`src/rtl/dspiru_pkg.sv`:
```
// Package for the DSP instruction register-use decoder.
// Holds format codes, flag bit constants, mask types and the ALU op use table.
// No dependencies.
package dspiru_pkg;

  localparam int INSTR_W = 64;
  localparam int MASK_W  = 32;
  localparam int FLAG_W  = 14;
  localparam int OUT_W   = 80;  // 32 + 32 + 14, padded to whole bytes

  // Instruction field positions
  localparam int FMT_LSB   = 61;
  localparam int SEL_BIT   = 41;
  localparam int ALU_LSB   = 42;
  localparam int MUL_LSB   = 27;
  localparam int ALU_FLD_W = 19;
  localparam int MUL_FLD_W = 15;
  localparam int ONE_FLD_W = 14;

  typedef enum logic [2:0] {
    FMT_DUAL0   = 3'd0,
    FMT_DUAL1   = 3'd1,
    FMT_DUAL2   = 3'd2,
    FMT_RSVD3   = 3'd3,
    FMT_SINGLE4 = 3'd4,
    FMT_SINGLE5 = 3'd5,
    FMT_SINGLE6 = 3'd6,
    FMT_RSVD7   = 3'd7
  } fmt_t;

  // Flag bits
  localparam logic [FLAG_W-1:0] F_AZ = 14'h0001;
  localparam logic [FLAG_W-1:0] F_AN = 14'h0002;
  localparam logic [FLAG_W-1:0] F_AV = 14'h0004;
  localparam logic [FLAG_W-1:0] F_AU = 14'h0008;
  localparam logic [FLAG_W-1:0] F_AD = 14'h0010;
  localparam logic [FLAG_W-1:0] F_ZC = 14'h0020;
  localparam logic [FLAG_W-1:0] F_IL = 14'h0040;
  localparam logic [FLAG_W-1:0] F_NR = 14'h0080;
  localparam logic [FLAG_W-1:0] F_ZD = 14'h0100;
  localparam logic [FLAG_W-1:0] F_MN = 14'h0200;
  localparam logic [FLAG_W-1:0] F_MZ = 14'h0400;
  localparam logic [FLAG_W-1:0] F_MV = 14'h0800;
  localparam logic [FLAG_W-1:0] F_MU = 14'h1000;
  localparam logic [FLAG_W-1:0] F_MD = 14'h2000;

  localparam logic [FLAG_W-1:0] F_MUL  = F_MN | F_MZ | F_MV;
  localparam logic [FLAG_W-1:0] F_FMUL = F_MN | F_MZ | F_MV | F_MU | F_MD;

  // Operand use: {read i1, read i2, write io}
  localparam logic [2:0] USE_NONE = 3'b000;
  localparam logic [2:0] USE_12O  = 3'b111;
  localparam logic [2:0] USE_12   = 3'b110;
  localparam logic [2:0] USE_1O   = 3'b101;

  typedef struct packed {
    logic              rd_i1;
    logic              rd_i2;
    logic              wr_io;
    logic [FLAG_W-1:0] flags;
  } alu_use_t;

  typedef struct packed {
    logic [FLAG_W-1:0] flag;
    logic [MASK_W-1:0] dst;
    logic [MASK_W-1:0] src;
  } masks_t;

  function automatic alu_use_t alu_use(input logic [4:0] op);
    logic [2:0]        u;
    logic [FLAG_W-1:0] f;
    alu_use_t          r;
    u = USE_NONE;
    f = '0;
    case (op)
      5'd0:                u = USE_12O;
      default:             u = USE_NONE;
    endcase
    case (op) inside
      5'd0, 5'd24, 5'd25, 5'd26: begin
        u = USE_12O; f = F_AN | F_AZ | F_AV | F_AU;
      end
      5'd1, 5'd3: begin
        u = USE_12O; f = F_ZC | F_AN | F_AZ | F_AV | F_AU | F_AD;
      end
      5'd2: begin
        u = USE_12O; f = F_AN | F_AZ | F_AV | F_AU | F_AD;
      end
      5'd4: begin
        u = USE_12; f = F_AN | F_AZ | F_AV | F_AU | F_AD;
      end
      5'd5: begin
        u = USE_1O; f = F_AN | F_AZ | F_AD;
      end
      5'd6: begin
        u = USE_12O; f = F_AN | F_AZ | F_AU | F_AD;
      end
      5'd7: begin
        u = USE_NONE; f = '0;
      end
      5'd8, 5'd14: begin
        u = USE_1O; f = F_AN | F_AZ | F_AV | F_AD;
      end
      5'd9: begin
        u = USE_1O; f = F_AN | F_AZ | F_AU | F_AD;
      end
      5'd10: begin
        u = USE_1O; f = F_ZD | F_AN | F_AZ | F_AU | F_AD;
      end
      5'd11: begin
        u = USE_1O; f = F_NR | F_AN | F_AZ | F_AU | F_AD;
      end
      5'd12: begin
        u = USE_1O; f = F_IL | F_AN | F_AZ | F_AD;
      end
      5'd13, 5'd30, 5'd31: begin
        u = USE_1O; f = F_AN | F_AZ;
      end
      5'd15: begin
        u = USE_1O; f = F_AN | F_AZ | F_AV | F_AD | F_AU;
      end
      5'd16, 5'd18: begin
        u = USE_12O; f = F_AN | F_AZ | F_AV;
      end
      5'd17, 5'd19: begin
        u = USE_12O; f = F_ZC | F_AN | F_AZ | F_AV;
      end
      5'd20: begin
        u = USE_12; f = F_AN | F_AZ | F_AV;
      end
      5'd21: begin
        u = USE_1O; f = F_AN | F_AZ | F_AV;
      end
      5'd22: begin
        u = USE_1O; f = '0;
      end
      5'd23: begin
        u = USE_1O; f = F_ZC;
      end
      5'd27, 5'd28, 5'd29: begin
        u = USE_1O; f = F_AN | F_AZ | F_AV | F_AU;
      end
      default: begin
        u = USE_NONE; f = '0;
      end
    endcase
    {r.rd_i1, r.rd_i2, r.wr_io} = u;
    r.flags = f;
    return r;
  endfunction

endpackage

```
`src/rtl/dspiru_decode.sv`:
```
// Combinational register-use decode of one instruction word into three masks.
// Depends on dspiru_pkg.
module dspiru_decode (
  input  logic [dspiru_pkg::INSTR_W-1:0] instr,
  output dspiru_pkg::masks_t             masks
);
  import dspiru_pkg::*;

  // Source code to mask bit; codes 16-31 name no tracked register
  function automatic logic [MASK_W-1:0] src_bit(input logic [4:0] code, input logic mul_side);
    logic [MASK_W-1:0] v;
    v = '0;
    if (!code[4]) v[{mul_side, code[3:0]}] = 1'b1;
    return v;
  endfunction

  // Destination code: 0-7 MA, 8-15 MB, 16-23 AA, 24-31 AB
  function automatic logic [MASK_W-1:0] dst_bit(input logic [4:0] code);
    logic [MASK_W-1:0] v;
    v = '0;
    v[{~code[4], code[3:0]}] = 1'b1;
    return v;
  endfunction

  fmt_t                 fmt;
  logic [ALU_FLD_W-1:0] alu_f;
  logic [MUL_FLD_W-1:0] mul_f;
  logic [ONE_FLD_W-1:0] one_f;
  logic                 sel_alu;
  alu_use_t             au;

  // ALU side contribution
  logic [MASK_W-1:0]    alu_src, alu_dst;
  logic [FLAG_W-1:0]    alu_flag;
  // Multiplier side contribution
  logic [MUL_FLD_W-1:0] mfld;
  logic [MASK_W-1:0]    mul_src, mul_dst;
  logic [FLAG_W-1:0]    mul_flag;
  logic                 use_alu, use_mul;

  assign fmt     = fmt_t'(instr[FMT_LSB +: 3]);
  assign alu_f   = instr[ALU_LSB +: ALU_FLD_W];
  assign mul_f   = instr[MUL_LSB +: MUL_FLD_W];
  assign one_f   = instr[ALU_LSB +: ONE_FLD_W];
  assign sel_alu = instr[SEL_BIT];
  assign au      = alu_use(alu_f[18:14]);

  always_comb begin
    alu_src  = '0;
    alu_dst  = '0;
    if (au.rd_i1) alu_src = alu_src | src_bit({1'b0, alu_f[13:10]}, 1'b0);
    if (au.rd_i2) alu_src = alu_src | src_bit(alu_f[9:5], 1'b0);
    if (au.wr_io) alu_dst = dst_bit(alu_f[4:0]);
    alu_flag = au.flags;
  end

  always_comb begin
    use_alu = 1'b0;
    use_mul = 1'b0;
    mfld    = mul_f;
    unique case (fmt) inside
      FMT_DUAL0, FMT_DUAL1, FMT_DUAL2: begin
        use_alu = 1'b1;
        use_mul = 1'b1;
      end
      FMT_SINGLE4, FMT_SINGLE5, FMT_SINGLE6: begin
        use_alu = sel_alu;
        use_mul = !sel_alu;
        mfld    = {1'b0, one_f};
      end
      default: begin
        use_alu = 1'b0;
        use_mul = 1'b0;
      end
    endcase
  end

  always_comb begin
    mul_src  = src_bit({1'b0, mfld[13:10]}, 1'b1) | src_bit(mfld[9:5], 1'b1);
    mul_dst  = dst_bit(mfld[4:0]);
    mul_flag = mfld[14] ? F_FMUL : F_MUL;
  end

  always_comb begin
    masks.src  = (use_alu ? alu_src  : '0) | (use_mul ? mul_src  : '0);
    masks.dst  = (use_alu ? alu_dst  : '0) | (use_mul ? mul_dst  : '0);
    masks.flag = (use_alu ? alu_flag : '0) | (use_mul ? mul_flag : '0);
  end

endmodule

```
`src/rtl/dsp_instruction_register_use_decode.sv`:
```
// DSP instruction register-use decoder, top level. Depends on dspiru_pkg, dspiru_decode.
// Pipeline: input register, then result register. Throughput: one instruction per cycle
// while out_tready is high; decode is one combinational pass between the two registers,
// and the input register refills while a held result waits for out_tready.
// Reset: rst_n synchronous, active low; clears both valid flags, data registers are not reset.
module dsp_instruction_register_use_decode (
  input  logic                           clk,
  input  logic                           rst_n,
  // in_tdata: instr_word [63:0]
  input  logic                           in_tvalid,
  output logic                           in_tready,
  input  logic [dspiru_pkg::INSTR_W-1:0] in_tdata,
  // out_tdata: src_mask [31:0], dst_mask [63:32], flag_mask [77:64], zero [79:78]
  output logic                           out_tvalid,
  input  logic                           out_tready,
  output logic [dspiru_pkg::OUT_W-1:0]   out_tdata
);
  import dspiru_pkg::*;

  logic               s1_valid_r, s1_valid_nxt;
  logic [INSTR_W-1:0] s1_data_r;
  logic               out_valid_r, out_valid_nxt;
  masks_t             out_masks_r;
  masks_t             dec_masks;
  logic               s1_adv;
  logic               in_xfer;

  // Result register can take a new word when empty or being drained this cycle
  assign s1_adv    = !out_valid_r || out_tready;
  // Input register frees up when its word moves on to the result register
  assign in_tready = !s1_valid_r || s1_adv;
  assign in_xfer   = in_tvalid && in_tready;

  dspiru_decode u_decode (
    .instr (s1_data_r),
    .masks (dec_masks)
  );

  always_comb begin
    s1_valid_nxt = s1_valid_r;
    if (in_xfer) s1_valid_nxt = 1'b1;
    else if (s1_adv) s1_valid_nxt = 1'b0;
  end

  always_comb begin
    out_valid_nxt = out_valid_r;
    if (s1_adv) out_valid_nxt = s1_valid_r;
  end

  // Control state
  always_ff @(posedge clk) begin
    if (!rst_n) begin
      s1_valid_r  <= 1'b0;
      out_valid_r <= 1'b0;
    end else begin
      s1_valid_r  <= s1_valid_nxt;
      out_valid_r <= out_valid_nxt;
    end
  end

  // Payload: capture on transfer, advance decoded masks when the result slot opens
  always_ff @(posedge clk) begin
    if (in_xfer) s1_data_r <= in_tdata;
    if (s1_adv && s1_valid_r) out_masks_r <= dec_masks;
  end

  assign out_tvalid = out_valid_r;
  assign out_tdata  = {2'b00, out_masks_r.flag, out_masks_r.dst, out_masks_r.src};

endmodule
```
`config.mk`:
```
export PLATFORM = sky130hd
export DESIGN_NAME = dsp_instruction_register_use_decode
export DESIGN_NICKNAME = d
export VERILOG_FILES = /design/src/rtl/dspiru_pkg.sv /design/src/rtl/dspiru_decode.sv /design/src/rtl/dsp_instruction_register_use_decode.sv
export SDC_FILE = /design/constraint.sdc
export NUM_CORES = 1
export LEC_CHECK = 0
export ABC_AREA = 1
export BUFFER_PORTS_ARGS = -buffer_cell sky130_fd_sc_hd__buf_4
export CAP_MARGIN = 20
export CORE_ASPECT_RATIO = 1.1
export CORE_MARGIN = 1
export CORE_UTILIZATION = 50
export CTS_BUF_LIST = sky130_fd_sc_hd__clkbuf_2 sky130_fd_sc_hd__clkbuf_4 sky130_fd_sc_hd__clkbuf_8
export CTS_CLUSTER_SIZE = 10
export DETAILED_ROUTE_END_ITERATION = 8
export GPL_ROUTABILITY_DRIVEN = 0
export GPL_TIMING_DRIVEN = 0
export PLACE_DENSITY = 0.84
export SLEW_MARGIN = 20
export SYNTH_ARGS = -nofsm -noshare
export SYNTH_HDL_FRONTEND = slang
export SYNTH_SLANG_ARGS = --single-unit
```
`constraint.sdc`:
```
create_clock -name clk -period 14.9 [get_ports clk]
set_clock_uncertainty 0.2 [all_clocks]
set_input_delay 2.235 -clock clk [delete_from_list [all_inputs] [get_ports clk]]
set_output_delay 2.235 -clock clk [all_outputs]
set_load 0.01 [all_outputs]
```
==> flow_summary.json, run 1 <==
{
  "layout-drive-gt1-share_pct": 29.4,
  "cts_tree": "yes",
  "ys_top_cells_by_count": "nand2_1, edfxtp_1, nor2_1",
  "grt_pass1_wl_mm": 20.8,
  "coreArea_um2": 11000,
  "p_sw_share_pct": 24.8,
  "die-width_um": 103,
  "seq_area_frac_synth_pct": 59.8,
  "cts.path.max_buffers": 2,
  "wirelength_mm": 13.1,
  "port_buffers": 120,
  "rsz0062_at_grt": "false",
  "max_freq_mhz": 192,
  "stdcell_count": 906,
  "peakVddDrop_v": 0.0000631,
  "r2r_start": "s1_data_r[61]$_DFFE_PP_",
  "endpoint_kind": "output pin",
  "async_flop_share_pct": 0,
  "netlist.area_leader.share_pct": 59.0,
  "holdPathStages": 2,
  "total_power_uw": 783,
  "slew_violations": 0,
  "final.setup.tns_ns": 0,
  "cp_max_fo": 3,
  "insertion_delay_ns": 0.44,
  "drtIter0Drc": 319,
  "final.min_clock_period_ns": 5.21,
  "post-synth-top-count-cell": "nand2_1",
  "syn_area_um2": 5650,
  "clock-sinks": 113,
  "criticalPathCategory": "in -> out",
  "final-setup-viol-count": 0,
  "vias_per_cell": 5.29,
  "hold-worst-slack_ns": 0.335,
  "pwr-share-clk_pct": 38.5,
  "rrSetupSlack_ns": 12.62,
  "start_util_pct": 51.5,
  "timing.final.ws_setup_ns": 9.69,
  "wl_per_cell_um": 14.5,
  "area_growth_pct": 28.3,
  "n_antenna_cell": 0,
  "p_switching_uw": 194,
  "yosysTopAreaCell": "edfxtp_1",
  "cts-hold-fix-buffers": 0,
  "antenna_found_initial": 0,
  "clkTransAtPathRegs_ns": 0.07,
  "postRouteAntennaNets": 0,
  "outcome": "finished, final reports clean",
  "p_leak_nw": 3.18,
  "finalHoldViolations": 0,
  "vias": 4790,
  "arrival_ns": 2.77,
  "cts_setup_buffers": 0,
  "dp.cells": 874,
  "ctsRootBufferMaster": "clkbuf_8",
  "synth_edf_count": 111,
  "worst_slew_pin_slew_ns": 0.771,
  "place_ws_ns": 9.70,
  "comb_power_share_pct": 13.8,
  "cts-resized-gates": 0,
  "final_nets": 814,
  "p_seq_share_pct": 47.7,
  "ys_types": 30,
  "synthCells": 603,
  "fin_crit_sh_pct": 34.9,
  "hp-start": "out_tvalid$_SDFFE_PN0P_",
  "gr-total-overflow": 0,
  "yosys_register_bits": 113,
  "internal_power_uw": 589,
  "powerDensity_nw_per_um2": 108,
  "worstPathRequired_ns": 12.47,
  "drc": 0,
  "yosysWarnings": 0,
  "reg2reg_depth": 8,
  "first_pass_iters": 7,
  "hp-class": "reg -> reg",
  "postSynthAreaPerCell_um2": 9.36,
  "hold-path-endpoint": "out_tvalid$_SDFFE_PN0P_",
  "fp.dieArea_um2": 11700,
  "r2r-end": "out_tdata[52]$_DFFE_PP_",
  "io_pins": 150,
  "grt_use_total_pct": 23.9,
  "grt_max_degree": 38,
  "num_rows": 40,
  "ys_top_cells_by_area": "edfxtp_1, nand2_1, nor2_1",
  "post-dp-hpwl_mm": 9.54,
  "synth-main-ff-cell": "edfxtp_1",
  "maxCapViolCount": 0,
  "cts-buffers-inserted": 17,
  "start_kind": "input port",
  "grt_pass1_vias": 4438,
  "maxSlewHeadroom_pct": 48.5,
  "htree_levels": 4,
  "die_h_um": 113
}
==> flip-flops by register name, indices dropped and copies added, names as in the netlist <==
register,cells
out_tdata,74
s1_data_r,37
out_tvalid,1
s1_valid_r,1
==> through the flow <==
stage | utilization, % | cell area (µm²)
2_1_floorplan | - | 5650
3_5_place_dp | 62.3 | 6830
3_3_place_gp | 61.4 | 6730
4_1_cts | 66.1 | 7240
5_1_grt | 66.1 | 7240
6_report | 66.1 | 7240
==> cells by family (layout without fill, tap and decap cells) <==
| group | count (synthesis) | count (layout) | share of synthesized area, % |
|---|---|---|---|
| other | 1 | 2 | 0.0664 |
| DFF | 113 | 113 | 59.8 |
| AOI/OAI and AO/OA | 58 | 58 | 6.12 |
| and+or+nand+nor | 355 | 355 | 27.5 |
| buffers and inverters | 76 | 231 | 6.56 |
==> critical path, cell delays in order <==
cell and delay, ns:
buf_4 0.11, inv_1 0.12, nand3_1 0.14, buf_4 0.17
==> cell type report <==
type,count,area [µm²]
buffer,18,153
clock buffer,19,249
clock inverter,13,168
fill,794,3720
inverter,58,218
multi-input combinational,415,1920
sequential,113,3370
tap,147,184
timing repair buffer,123,983
==> layer usage <==
| layer | vias up | part of all wire (%) | wire (µm) | track usage [%] |
|---|---|---|---|---|
| li1 | 2288 | - | - | - |
| met1 | 2142 | 37 | 4900 | 27.1 |
| met2 | 297 | 51 | 6700 | 40.8 |
| met3 | 63 | 8.2 | 1080 | 5.88 |
| met4 | 0 | 3.5 | 464 | 13.5 |
| met5 | - | 0 | 0 | 0 |
==> placed cells by master (no fill, tap or decap), drive strengths merged, types with 14 or more instances in the layout <==
cell type / count
nand2: 184
buf: 138
nor2: 112
edfxtp: 111
inv: 58
nand3: 40
a21oi: 23
clkbuf: 22
o21ai: 18
nor3: 14
==> how the worst max path moves through the flow <==
stage	startpoint	end	slack (ns)	cells past startpoint
after global placement	out_tready	out_tdata[24]$_SDFFCE_PN0P_	7.05	3
after floorplan	out_tready	out_tdata[0]$_SDFFCE_PN0P_	8.31	2
after global routing	out_tready	in_tready	9.65	4
final	out_tready	in_tready	9.69	4
after CTS	out_tready	in_tready	9.69	4
after detailed placement	out_tready	in_tready	9.70	4
==> power by group through the flow <==
stage	clock network (mW)	logic, mW	registers, mW
floorplan	0	0.0629	0.383
global placement	0	0.0991	0.381
detailed placement	0	0.106	0.380
CTS	0.307	0.107	0.373
global route	0.322	0.118	0.374
finish	0.302	0.108	0.373
Power figures use the tool's default switching activity.
==> run 2: changes to the inputs <==
==> constraint.sdc (replaced) <==
create_clock -name clk -period 5.4 [get_ports clk]
set_clock_uncertainty 0.2 [all_clocks]
set_input_delay 0.81 -clock clk [delete_from_list [all_inputs] [get_ports clk]]
set_output_delay 0.81 -clock clk [all_outputs]
set_load 0.01 [all_outputs]
==> run 2 against run 1 <==
- count of clock-buffer cells in the layout unchanged
- first-iteration DRC count up 0.31%
- global-route usage about the same
- via count up 0.21%
- wire length down 0.64%
- non-clock buffer count unchanged
- die area unchanged
- sequential cell count unchanged
- clock power rose to 2.8 times the previous value
- design area unchanged
- critical path type unchanged
- largest power group unchanged
==> flow_summary.json, run 2 (same netlist as run 1, synthesis figures left out) <==
{
  "r2r_start": "s1_data_r[61]$_DFFE_PP_",
  "worst_slew_pin_slew_ns": 0.763,
  "postRouteAntennaNets": 0,
  "wl_per_cell_um": 14.4,
  "criticalPathCategory": "in -> out",
  "post-route-util_pct": 66.1,
  "vias": 4800,
  "final.min_clock_period_ns": 2.36,
  "powerDensity_nw_per_um2": 298,
  "io_pins": 150,
  "cts.path.max_buffers": 2,
  "max_freq_mhz": 425,
  "start_util_pct": 51.5,
  "area_growth_pct": 28.3,
  "final_nets": 814,
  "start_kind": "input port",
  "slew_violations": 0,
  "insertion_delay_ns": 0.44,
  "critical_path.max_stage_delay_ns": 0.17,
  "vias_per_cell": 5.30,
  "hp-class": "reg -> reg",
  "cp-startpoint": "out_tready",
  "first_pass_iters": 6,
  "post-dp-hpwl_mm": 9.54,
  "fin_crit_sh_pct": 43.6,
  "antenna_found_initial": 0,
  "clock-sinks": 113,
  "n_antenna_cell": 0,
  "cts_tree": "yes",
  "die-width_um": 103,
  "drtIter0Drc": 320,
  "grt_max_degree": 38,
  "die_h_um": 113,
  "design_area_um2": 7240,
  "worstPathRequired_ns": 4.39,
  "p_leak_nw": 3.18,
  "maxSlewHeadroom_pct": 49.0,
  "crit_path_frequent_cell": "buf_4",
  "cp_cell_sequence": "buf_4 -> inv_1 -> nand3_1 -> buf_4",
  "wirelength_mm": 13.1,
  "num_rows": 40,
  "critPathSlowestCell": "buf_4",
  "peakVddDrop_v": 0.000174,
  "port_buffers": 120,
  "arrival_ns": 1.35,
  "path_buf_inv": 3,
  "rsz0062_at_grt": "false",
  "hp-start": "out_tvalid$_SDFFE_PN0P_",
  "drc": 0,
  "path_delay_family": "buffers and inverters",
  "maxCapViolCount": 0,
  "gr-total-overflow": 0,
  "cts_setup_buffers": 0,
  "hold-worst-slack_ns": 0.335,
  "cp_max_fo": 3,
  "fp.dieArea_um2": 11700,
  "post_dp_cell_area_um2": 6830,
  "htree_levels": 4,
  "layout_commonest_cell": "nand2_1",
  "final_cell_mix": "nand2_1, buf_4, edfxtp_1, nor2_1, inv_1",
  "ctsRootBufferMaster": "clkbuf_8",
  "clkTransAtPathRegs_ns": 0.07,
  "finalHoldViolations": 0,
  "layout-drive-gt1-share_pct": 29.4,
  "grt_use_total_pct": 23.9,
  "grt_pass1_vias": 4446,
  "coreArea_um2": 11000,
  "largest_register_ffs": 74,
  "endpoint_kind": "output pin",
  "cts-hold-fix-buffers": 0,
  "cts-resized-gates": 0,
  "grt_pass1_wl_mm": 20.8,
  "cts-buffers-inserted": 17,
  "final-setup-viol-count": 0,
  "outcome": "finished, final reports clean"
}
run 2: cell counts in the layout (fill, tap and decap cells not counted):
No cell type changed its count.
run 2: worst register-to-register path, stage by stage (launching register included):
cell      delay, ns
edfxtp_1       0.39
nand2_2        0.11
nand2_2        0.14
buf_4          0.22
o21ai_1        0.20
inv_1          0.08
nor2_1         0.51
nand2_1        0.17
nand2_1        0.13
run 2: routing by layer:
layer | part of all wire [%] | up-vias | wire length (µm) | GRT usage (%)
li1 | - | 2286 | - | -
met1 | 37 | 2163 | 4870 | 27.1
met2 | 51 | 288 | 6670 | 40.6
met3 | 7.9 | 63 | 1030 | 6.25
met4 | 3.7 | 0 | 478 | 13.3
met5 | 0 | - | 0 | 0
run 2: path summary, 6_finish.rpt:
check,to,slack [ns],cells after the start
setup / recovery,in_tready,3.04,4
setup reg to reg,out_tdata[52]$_DFFE_PP_,3.11,8
hold reg to reg,out_tvalid$_SDFFE_PN0P_,0.33,2
hold / removal,out_tvalid$_SDFFE_PN0P_,0.33,2
run 2: final cells by class:
cell class,count,area (µm²)
Inverter,58,218
Buffer,18,153
Multi-Input combinational cell,415,1920
Timing Repair Buffer,123,983
Clock buffer,19,249
Clock inverter,13,168
Sequential cell,113,3370
Fill cell,794,3720
Tap cell,147,184
run 2: where the power goes:
group | internal [mW] | switching [mW]
sequential | 1.01 | 0.0213
clock | 0.504 | 0.328
combinational | 0.112 | 0.185
run 2: metrics by stage:
| stage | worst slack [ns] | power (mW) | TNS, ns | instances |
|---|---|---|---|---|
| finish | 3.04 | 2.16 | 0 | 906 |
| global route | 2.93 | 2.25 | 0 | 906 |
| CTS | 3.04 | 2.17 | 0 | 906 |
| detailed placement | 3.04 | 1.34 | 0 | 874 |
| global placement | -1.03 | 1.33 | -75.29 | 871 |
| floorplan | 0.231 | 1.23 | 0 | 604 |
